==> src/rtl/dpalu_pkg.sv <==
// package: opcodes, shift types, operand and flag types shared by the alu modules
`timescale 1ns / 1ps

package dpalu_pkg;

   localparam int unsigned WORD_W = 32;

   // register index of the program counter and the read-ahead applied to it
   localparam logic [3:0]        REG_PC     = 4'hF;
   localparam logic [WORD_W-1:0] PC_AHEAD   = 32'd4;
   localparam logic [7:0]        PC_AHEAD_B = 8'd4;

   typedef enum logic [3:0] {
      OP_AND = 4'd0,
      OP_EOR = 4'd1,
      OP_SUB = 4'd2,
      OP_RSB = 4'd3,
      OP_ADD = 4'd4,
      OP_ADC = 4'd5,
      OP_SBC = 4'd6,
      OP_RSC = 4'd7,
      OP_TST = 4'd8,
      OP_TEQ = 4'd9,
      OP_CMP = 4'd10,
      OP_CMN = 4'd11,
      OP_ORR = 4'd12,
      OP_MOV = 4'd13,
      OP_BIC = 4'd14,
      OP_MVN = 4'd15
   } alu_op_type;

   typedef enum logic [1:0] {
      SHIFT_LSL = 2'd0,
      SHIFT_LSR = 2'd1,
      SHIFT_ASR = 2'd2,
      SHIFT_ROR = 2'd3
   } shift_kind_type;

   typedef struct packed {
      logic n;
      logic z;
      logic c;
      logic v;
   } flags_type;

   // shifter output handed to the alu
   typedef struct packed {
      logic [WORD_W-1:0] op_a;
      logic [WORD_W-1:0] op_b;
      logic              shift_carry;
   } operands_type;

   function automatic logic [WORD_W-1:0] ror32(input logic [WORD_W-1:0] v,
                                               input logic [4:0] s);
      return (v >> s) | (v << (6'd32 - {1'b0, s}));
   endfunction

   function automatic logic is_compare(input alu_op_type op);
      return (op == OP_TST) || (op == OP_TEQ) || (op == OP_CMP) || (op == OP_CMN);
   endfunction

endpackage

==> src/rtl/dpalu_shifter.sv <==
// barrel shifter: forms operand two, shifter carry and the pc-adjusted operand one
`timescale 1ns / 1ps

module dpalu_shifter
   import dpalu_pkg::*;
(
   input  logic        use_immediate,
   input  logic [11:0] operand_word,
   input  logic        first_is_pc,
   input  logic [31:0] first_value,
   input  logic [31:0] second_value,
   input  logic [7:0]  shift_reg_value,
   input  logic        carry_in,
   output operands_type operands
);

   logic [4:0]     rot_amt;
   logic [31:0]    imm_val;
   logic           by_reg;
   shift_kind_type kind;
   logic [7:0]     amt;
   logic [4:0]     amt_lo;
   logic           amt_zero;
   logic           amt_lt32;
   logic           amt_eq32;
   logic [31:0]    rm_val;
   logic [32:0]    lsl_wide;
   logic [32:0]    lsr_wide;
   logic [32:0]    asr_wide;
   logic [31:0]    ror_val;
   logic [31:0]    fill;
   logic [31:0]    op_b;
   logic           carry;

   assign rot_amt = {operand_word[11:8], 1'b0};
   assign imm_val = {24'd0, operand_word[7:0]};
   assign by_reg  = operand_word[4];
   assign kind    = shift_kind_type'(operand_word[6:5]);

   always_comb begin
      if (by_reg) begin
         amt = shift_reg_value + ((operand_word[11:8] == REG_PC) ? PC_AHEAD_B : 8'd0);
      end else if ((kind == SHIFT_LSR || kind == SHIFT_ASR) && operand_word[11:7] == 5'd0) begin
         // immediate lsr/asr #0 encode a shift by 32
         amt = 8'd32;
      end else begin
         amt = {3'd0, operand_word[11:7]};
      end
   end

   assign amt_lo   = amt[4:0];
   assign amt_zero = (amt == 8'd0);
   assign amt_lt32 = (amt < 8'd32);
   assign amt_eq32 = (amt == 8'd32);

   assign rm_val = (by_reg && operand_word[3:0] == REG_PC) ? second_value + PC_AHEAD
                                                           : second_value;

   // one extra bit catches the last bit shifted out
   assign lsl_wide = {1'b0, rm_val} << amt_lo;
   assign lsr_wide = {rm_val, 1'b0} >> amt_lo;
   assign asr_wide = 33'($signed({rm_val, 1'b0}) >>> amt_lo);
   assign ror_val  = ror32(rm_val, amt_lo);
   assign fill     = {32{rm_val[31]}};

   always_comb begin
      op_b  = rm_val;
      carry = carry_in;
      if (use_immediate) begin
         op_b = ror32(imm_val, rot_amt);
         if (rot_amt != 5'd0) begin
            carry = op_b[31];
         end
      end else if (!amt_zero) begin
         unique case (kind)
            SHIFT_LSL: begin
               op_b  = amt_lt32 ? lsl_wide[31:0] : 32'd0;
               carry = amt_lt32 ? lsl_wide[32] : (amt_eq32 ? rm_val[0] : 1'b0);
            end
            SHIFT_LSR: begin
               op_b  = amt_lt32 ? lsr_wide[32:1] : 32'd0;
               carry = amt_lt32 ? lsr_wide[0] : (amt_eq32 ? rm_val[31] : 1'b0);
            end
            SHIFT_ASR: begin
               op_b  = amt_lt32 ? asr_wide[32:1] : fill;
               carry = amt_lt32 ? asr_wide[0] : rm_val[31];
            end
            SHIFT_ROR: begin
               op_b  = ror_val;
               carry = ror_val[31];
            end
            default: begin
               op_b  = rm_val;
               carry = carry_in;
            end
         endcase
      end else if (kind == SHIFT_ROR && !by_reg) begin
         // immediate ror #0 is rrx
         op_b  = {carry_in, rm_val[31:1]};
         carry = rm_val[0];
      end
   end

   assign operands.op_a = (by_reg && !use_immediate && first_is_pc) ? first_value + PC_AHEAD
                                                                    : first_value;
   assign operands.op_b        = op_b;
   assign operands.shift_carry = carry;

endmodule

==> src/rtl/dpalu_core.sv <==
// sixteen-operation alu with one shared adder and nzcv flag update
`timescale 1ns / 1ps

module dpalu_core
   import dpalu_pkg::*;
(
   input  alu_op_type   func,
   input  logic         set_flags,
   input  operands_type operands,
   input  flags_type    flags_in,
   output logic [31:0]  result,
   output logic         write_result,
   output flags_type    flags_out
);

   logic [31:0] add_a;
   logic [31:0] add_b;
   logic        add_cin;
   logic [32:0] sum;
   logic        arith;
   logic        compare;
   logic [31:0] a;
   logic [31:0] b;

   assign a = operands.op_a;
   assign b = operands.op_b;

   always_comb begin
      add_a   = a;
      add_b   = b;
      add_cin = 1'b0;
      unique case (func)
         OP_SUB, OP_CMP: begin add_b = ~b; add_cin = 1'b1; end
         OP_RSB: begin add_a = b; add_b = ~a; add_cin = 1'b1; end
         OP_ADC: add_cin = flags_in.c;
         OP_SBC: begin add_b = ~b; add_cin = flags_in.c; end
         OP_RSC: begin add_a = b; add_b = ~a; add_cin = flags_in.c; end
         default: begin add_a = a; add_b = b; add_cin = 1'b0; end
      endcase
   end

   assign sum = {1'b0, add_a} + {1'b0, add_b} + {32'd0, add_cin};

   always_comb begin
      arith = 1'b0;
      unique case (func)
         OP_AND, OP_TST: result = a & b;
         OP_EOR, OP_TEQ: result = a ^ b;
         OP_SUB, OP_RSB, OP_ADD, OP_ADC, OP_SBC, OP_RSC, OP_CMP, OP_CMN: begin
            result = sum[31:0];
            arith  = 1'b1;
         end
         OP_ORR: result = a | b;
         OP_MOV: result = b;
         OP_BIC: result = a & ~b;
         OP_MVN: result = ~b;
         default: result = ~b;
      endcase
   end

   assign compare      = is_compare(func);
   assign write_result = !compare;

   always_comb begin
      flags_out = flags_in;
      if (set_flags || compare) begin
         flags_out.n = result[31];
         flags_out.z = (result == 32'd0);
         if (arith) begin
            flags_out.c = sum[32];
            flags_out.v = ~(add_a[31] ^ add_b[31]) & (add_a[31] ^ result[31]);
         end else begin
            // logical ops keep v
            flags_out.c = operands.shift_carry;
         end
      end
   end

endmodule

==> src/rtl/arm_data_processing_alu_top.sv <==
// top level: data-processing execute unit with input and result registers
`timescale 1ns / 1ps
//
// data-processing execute unit: barrel shifter followed by a 16-op alu
// - req_* channel: one instruction per transfer (opcode, s bit, operand field,
//   rn/rm/rs values and current nzcv flags), valid/ready handshake
// - rsp_* channel: one result per transfer (alu value, destination write
//   enable, new nzcv flags), valid/ready handshake
// - an accepted instruction lands in the input register; the shifter and the
//   alu (one 33-bit adder) sit between it and the result register
// - an accepted instruction is held in the input register, then in the result
//   register, and rsp_valid rises once it reaches the result register
// - throughput: one instruction per cycle while results are taken; each register holds one item and
//   hands it on in every cycle that the next stage can take it
// - the input register keeps taking transfers while a result waits, so a
//   stalled receiver costs nothing until both registers are full; then
//   req_ready drops and the held result stays on rsp_* unchanged
// - reset (synchronous, active high) empties both registers; the data registers are not reset
//
module arm_data_processing_alu_top
   import dpalu_pkg::*;
(
   input  logic        clock,
   input  logic        reset,
   input  logic        req_valid,
   output logic        req_ready,
   input  logic [3:0]  req_func,
   input  logic        req_use_immediate,
   input  logic        req_set_flags,
   input  logic [11:0] req_operand_word,
   input  logic        req_first_is_pc,
   input  logic [31:0] req_first_value,
   input  logic [31:0] req_second_value,
   input  logic [7:0]  req_shift_reg_value,
   input  logic        req_flag_n_in,
   input  logic        req_flag_z_in,
   input  logic        req_flag_c_in,
   input  logic        req_flag_v_in,
   output logic        rsp_valid,
   input  logic        rsp_ready,
   output logic [31:0] rsp_result,
   output logic        rsp_write_result,
   output logic        rsp_flag_n_out,
   output logic        rsp_flag_z_out,
   output logic        rsp_flag_c_out,
   output logic        rsp_flag_v_out
);

   // input register
   logic        in_valid_ff;
   logic        in_valid_in;
   alu_op_type  func_ff;
   logic        use_imm_ff;
   logic        set_flags_ff;
   logic [11:0] operand_word_ff;
   logic        first_is_pc_ff;
   logic [31:0] first_value_ff;
   logic [31:0] second_value_ff;
   logic [7:0]  shift_reg_value_ff;
   flags_type   flags_ff;

   // result register
   logic        out_valid_ff;
   logic        out_valid_in;
   logic [31:0] result_ff;
   logic [31:0] result_in;
   logic        write_result_ff;
   logic        write_result_in;
   flags_type   out_flags_ff;
   flags_type   out_flags_in;

   logic         out_free;
   logic         in_advance;
   logic         req_take;
   operands_type operands;

   // a stage may take a new item when it is empty or its content moves on this cycle
   assign out_free   = !out_valid_ff || rsp_ready;
   assign in_advance = in_valid_ff && out_free;
   assign req_ready  = !in_valid_ff || out_free;
   assign req_take   = req_valid && req_ready;

   assign in_valid_in  = req_take || (in_valid_ff && !out_free);
   assign out_valid_in = in_advance || (out_valid_ff && !rsp_ready);

   always_ff @(posedge clock) begin
      if (reset) begin
         in_valid_ff  <= 1'b0;
         out_valid_ff <= 1'b0;
      end else begin
         in_valid_ff  <= in_valid_in;
         out_valid_ff <= out_valid_in;
      end
   end

   always_ff @(posedge clock) begin
      if (req_take) begin
         func_ff            <= alu_op_type'(req_func);
         use_imm_ff         <= req_use_immediate;
         set_flags_ff       <= req_set_flags;
         operand_word_ff    <= req_operand_word;
         first_is_pc_ff     <= req_first_is_pc;
         first_value_ff     <= req_first_value;
         second_value_ff    <= req_second_value;
         shift_reg_value_ff <= req_shift_reg_value;
         flags_ff           <= '{n: req_flag_n_in, z: req_flag_z_in,
                                 c: req_flag_c_in, v: req_flag_v_in};
      end
   end

   dpalu_shifter u_shifter (
      .use_immediate   (use_imm_ff),
      .operand_word    (operand_word_ff),
      .first_is_pc     (first_is_pc_ff),
      .first_value     (first_value_ff),
      .second_value    (second_value_ff),
      .shift_reg_value (shift_reg_value_ff),
      .carry_in        (flags_ff.c),
      .operands        (operands)
   );

   dpalu_core u_core (
      .func         (func_ff),
      .set_flags    (set_flags_ff),
      .operands     (operands),
      .flags_in     (flags_ff),
      .result       (result_in),
      .write_result (write_result_in),
      .flags_out    (out_flags_in)
   );

   always_ff @(posedge clock) begin
      if (in_advance) begin
         result_ff       <= result_in;
         write_result_ff <= write_result_in;
         out_flags_ff    <= out_flags_in;
      end
   end

   assign rsp_valid        = out_valid_ff;
   assign rsp_result       = result_ff;
   assign rsp_write_result = write_result_ff;
   assign rsp_flag_n_out   = out_flags_ff.n;
   assign rsp_flag_z_out   = out_flags_ff.z;
   assign rsp_flag_c_out   = out_flags_ff.c;
   assign rsp_flag_v_out   = out_flags_ff.v;

   // back-pressure only when both registers hold items and the receiver stalls
   a_ready_low_full: assert property (@(posedge clock) disable iff (reset)
      !req_ready |-> (in_valid_ff && out_valid_ff && !rsp_ready))
      else $error("req_ready low while a register is free");

   // an item held in the input register behind a stalled result is not dropped
   a_hold_in_item: assert property (@(posedge clock) disable iff (reset)
      (in_valid_ff && out_valid_ff && !rsp_ready) |=> in_valid_ff)
      else $error("input item lost during stall");

   // without the s bit, non-compare ops pass the flags through unchanged
   a_flags_pass: assert property (@(posedge clock) disable iff (reset)
      (in_advance && !set_flags_ff && !is_compare(func_ff)) |=>
         (out_flags_ff == $past(flags_ff)))
      else $error("flags changed without s bit");

   // logical ops never touch the overflow flag
   a_logical_keeps_v: assert property (@(posedge clock) disable iff (reset)
      (in_advance && (func_ff == OP_AND || func_ff == OP_EOR || func_ff == OP_TST ||
                      func_ff == OP_TEQ || func_ff == OP_ORR || func_ff == OP_MOV ||
                      func_ff == OP_BIC || func_ff == OP_MVN)) |=>
         (out_flags_ff.v == $past(flags_ff.v)))
      else $error("logical op changed v");

   // compare ops never write the destination
   a_compare_no_write: assert property (@(posedge clock) disable iff (reset)
      (in_advance && is_compare(func_ff)) |=> !write_result_ff)
      else $error("compare op writes destination");

endmodule
==> config.mk <==
export PLATFORM = sky130hd
export DESIGN_NAME = arm_data_processing_alu_top
export DESIGN_NICKNAME = d
export VERILOG_FILES = /design/src/rtl/dpalu_pkg.sv /design/src/rtl/dpalu_shifter.sv /design/src/rtl/dpalu_core.sv /design/src/rtl/arm_data_processing_alu_top.sv
export SDC_FILE = /design/constraint.sdc
export NUM_CORES = 1
export LEC_CHECK = 0
export BUFFER_PORTS_ARGS = -buffer_cell sky130_fd_sc_hd__buf_2
export CAP_MARGIN = 5
export CORE_ASPECT_RATIO = 1.4
export CORE_MARGIN = 2
export CORE_UTILIZATION = 25
export DETAILED_ROUTE_END_ITERATION = 10
export PLACE_DENSITY = 0.51
export SYNTH_ARGS = -nofsm -noshare
export SYNTH_HDL_FRONTEND = slang
export SYNTH_SLANG_ARGS = --single-unit
==> constraint.sdc <==
create_clock -name clock -period 7.2 [get_ports clock]
set_clock_uncertainty 0.15 [all_clocks]
set_input_delay 1.8 -clock clock [delete_from_list [all_inputs] [get_ports clock]]
set_output_delay 1.8 -clock clock [all_outputs]
set_load 0.05 [all_outputs]
==> flow_summary.toml <==
[place]
hpwl_um = 145000
globalplace.congestion = 1.11
io_buffers = 137
dpl_worst_slack_ps = -1310
placed_area_mm2 = 0.0305
place_inst = 4896

[die]
dieArea_mm2 = 0.0834
core_area_mm2 = 0.0803
initial_utilization_pct = 25.2
die_x_um = 245
die_h_um = 341
num_rows = 123
ios = 138

[sta]
hold_violations = 0
setup_viol = 5
fin_setup_tns_ps = -1490
slew_viol_final = 0
worst_pin_slew_ps = 1020
fin_crit_ps = 7770
fin_ws_ps = -570
period_share_pct = 108
fmax_mhz = 129
slew_headroom_pct = 31.8
rsz0062_at_grt = "yes"

[power]
leakage_uw = 0.0140
p_per_area_mw_per_mm2 = 174
max-vdd-ir-drop_mv = 0.227
power_uw = 5780

[global_route]
antenna_found_initial = 19
grt_pass1_wl_um = 243000
grt_start_max_net_pins = 55
gr-total-overflow = 0
first_global_vias = 29800
grt_usage_pct = 42.4

[synthesis]
synth_flop_cell = "edfxtp_1"
avgSynthCellArea_um2 = 7.28
async_flop_share_pct = 0
synth-warning-count = 0
syn_inst = 2782
syn-cell-area_mm2 = 0.0203
synth_top_area_cell = "edfxtp_1"
synthTopCellsByArea = "edfxtp_1 (20%), a21oi_1 (5.5%), nand2_1 (5.3%)"
syn-num-nets = 2956
synth_seq_cells = 134
ys_seq_area_share_pct = 19.8
synth_cell_type_count = 106
yosysTopAreaCellShare_pct = 19.6
synth_edf_count = 132

[setup_path]
worstPathArrival_ps = 8000
crit_path_start_kind = "register"
worst_setup_path_end_kind = "register"
slowest_delay_ps = 590
path_class = "register to register"
path_buf_inv = 9
critPathMostFrequentCell = "buf_4"
required_ps = 7440
cp_top_family = "compound AO/OA/AOI/OAI gates"
slowest_stage = "or4_4"
crit_path_max_fanout = 9

[routing]
wirelength_um = 180000
drt_iter0_markers = 3223
post-route-drc-count = 0
drt_pre_antenna_iters = 8
via_per_inst = 6.12
postRouteAntennaNets = 0
wl_per_cell_um = 36.0
vias = 30600

[run_status]
violations = "negative setup slack"
outcome = "complete, but fails checks"

[clock_tree]
ctsRootBufferMaster = "clkbuf_16"
numCtsBuffers = 17
cts_max_path_buffers = 2
clk_pin_slew_ps = 90
clock_sinks = 134
holdBufCountCts = 0
insertion_delay_ps = 550
cts_tree = "built"
htreeDepth = 4

[layout]
num-nets-final = 4097
layout-drive-gt1-share_pct = 42.5
register_area_mm2 = 0.00400
syn_to_final_growth_pct = 63.7
multiInputGateArea_mm2 = 0.0165
finalNonFillerCells = 5008
stdcell_area_mm2 = 0.0332
fill_cells = 8443

[job]
maxCapViolations = 0

[worst_hold_path]
hold_path_class = "register to register"
==> registers in the layout, indices dropped and copies added (netlist names) <==
name and flops:
rsp_flag_n_out 1, use_imm_ff 1, second_value_ff 32, operand_word_ff 12, first_is_pc_ff 1, rsp_flag_z_out 1
shift_reg_value_ff 8, func_ff 4, flags_ff 4, rsp_write_result 1, rsp_result 32, rsp_flag_v_out 1
first_value_ff 32, in_valid_ff 1, rsp_valid 1, set_flags_ff 1, rsp_flag_c_out 1
==> cell families after synthesis <==
kind of cell	after synthesis	synth area share (%)
flops	134	19.8
buf+inv	290	5.66
fa+ha+maj	75	4.70
compound gates	1042	35.8
xor+xnor	78	3.45
mux	87	4.45
simple gates	1076	26.2
==> cell usage after synthesis, drive strengths merged, types with 33 or more instances <==
library cell  number
a211oi            48
a21oi            224
a221oi            38
a31oi             45
and3              39
buf               59
clkbuf           168
edfxtp           132
ha                73
inv               63
mux2i             66
nand2            286
nand3            148
nand4             57
nor2             256
nor3             103
nor4              36
o211ai            69
o21ai            203
o22ai             36
o31ai             40
xnor2             45
xor2              33
==> report_power, final <==
group | internal (uW) | total (uW) | leakage [uW] | switching [uW]
combinational | 1540 | 3780 | 0.0124 | 2240
clock | 498 | 1030 | 0.000296 | 529
sequential | 940 | 976 | 0.00129 | 35.4
==> tightest hold or removal path: stages (launching register included) <==
cell     delay, ps
dfxtp_1        340
nor2_1         120
nor2_1          40
==> what timing repair did <==
item | 4_1_cts | 5_1_grt
endpoints found under the setup margin | 20 | 8
resized for setup | 210 | 120
buffers inserted | 59 | 16
pin swaps | 80 | 57
==> path summary, 6_finish.rpt <==
check | startpoint | to | slack (ps) | depth (start not counted)
max reg2reg | second_value_ff[9] | rsp_flag_z_out | -570 | 32
max | second_value_ff[9] | rsp_flag_z_out | -570 | 32
min | in_valid_ff | rsp_valid | 390 | 2
min reg2reg | in_valid_ff | rsp_valid | 390 | 2
==> cell type report <==
class | count | area share, %
antenna | 10 | 0.0754
clock buffer | 17 | 1.28
clock inverter | 15 | 0.562
inverter | 63 | 0.724
multi-input combinational | 2358 | 49.7
sequential | 134 | 12.1
tap | 1062 | 4.00
timing repair buffer | 1349 | 31.6
==> placed cells by master (no fill, tap or decap), drive strengths merged, types with 24 or more instances in the layout <==
cell,Yosys,routed
and2,26,26
nand2,286,286
o31ai,40,40
a31oi,45,45
nor3,103,103
nor4,36,36
xnor2,45,45
nand3,148,148
a22oi,24,24
nor2,256,256
buf,59,1349
mux2i,66,66
and3,39,39
o221ai,32,32
edfxtp,132,132
o211ai,69,69
a221oi,38,38
nand4,57,57
xor2,33,33
o22ai,36,36
a211oi,48,48
or3,29,29
a21oi,224,224
ha,73,73
inv,63,69
o21ai,203,203
==> stage by stage <==
stage	util [%]	hold WS (ps)
after global placement	37.9	365
after global routing	41.3	434
final	41.3	391
after detailed placement	37.9	370
after floorplan	-	328
after CTS	40.5	382
==> per-layer routing <==
layer  routed length (um)  track usage [%]
met1                61500             43.6
met2                83300             69.9
met3                13300             9.77
met4                22000             41.7
met5                   88                0
Power figures use the tool's default switching activity.
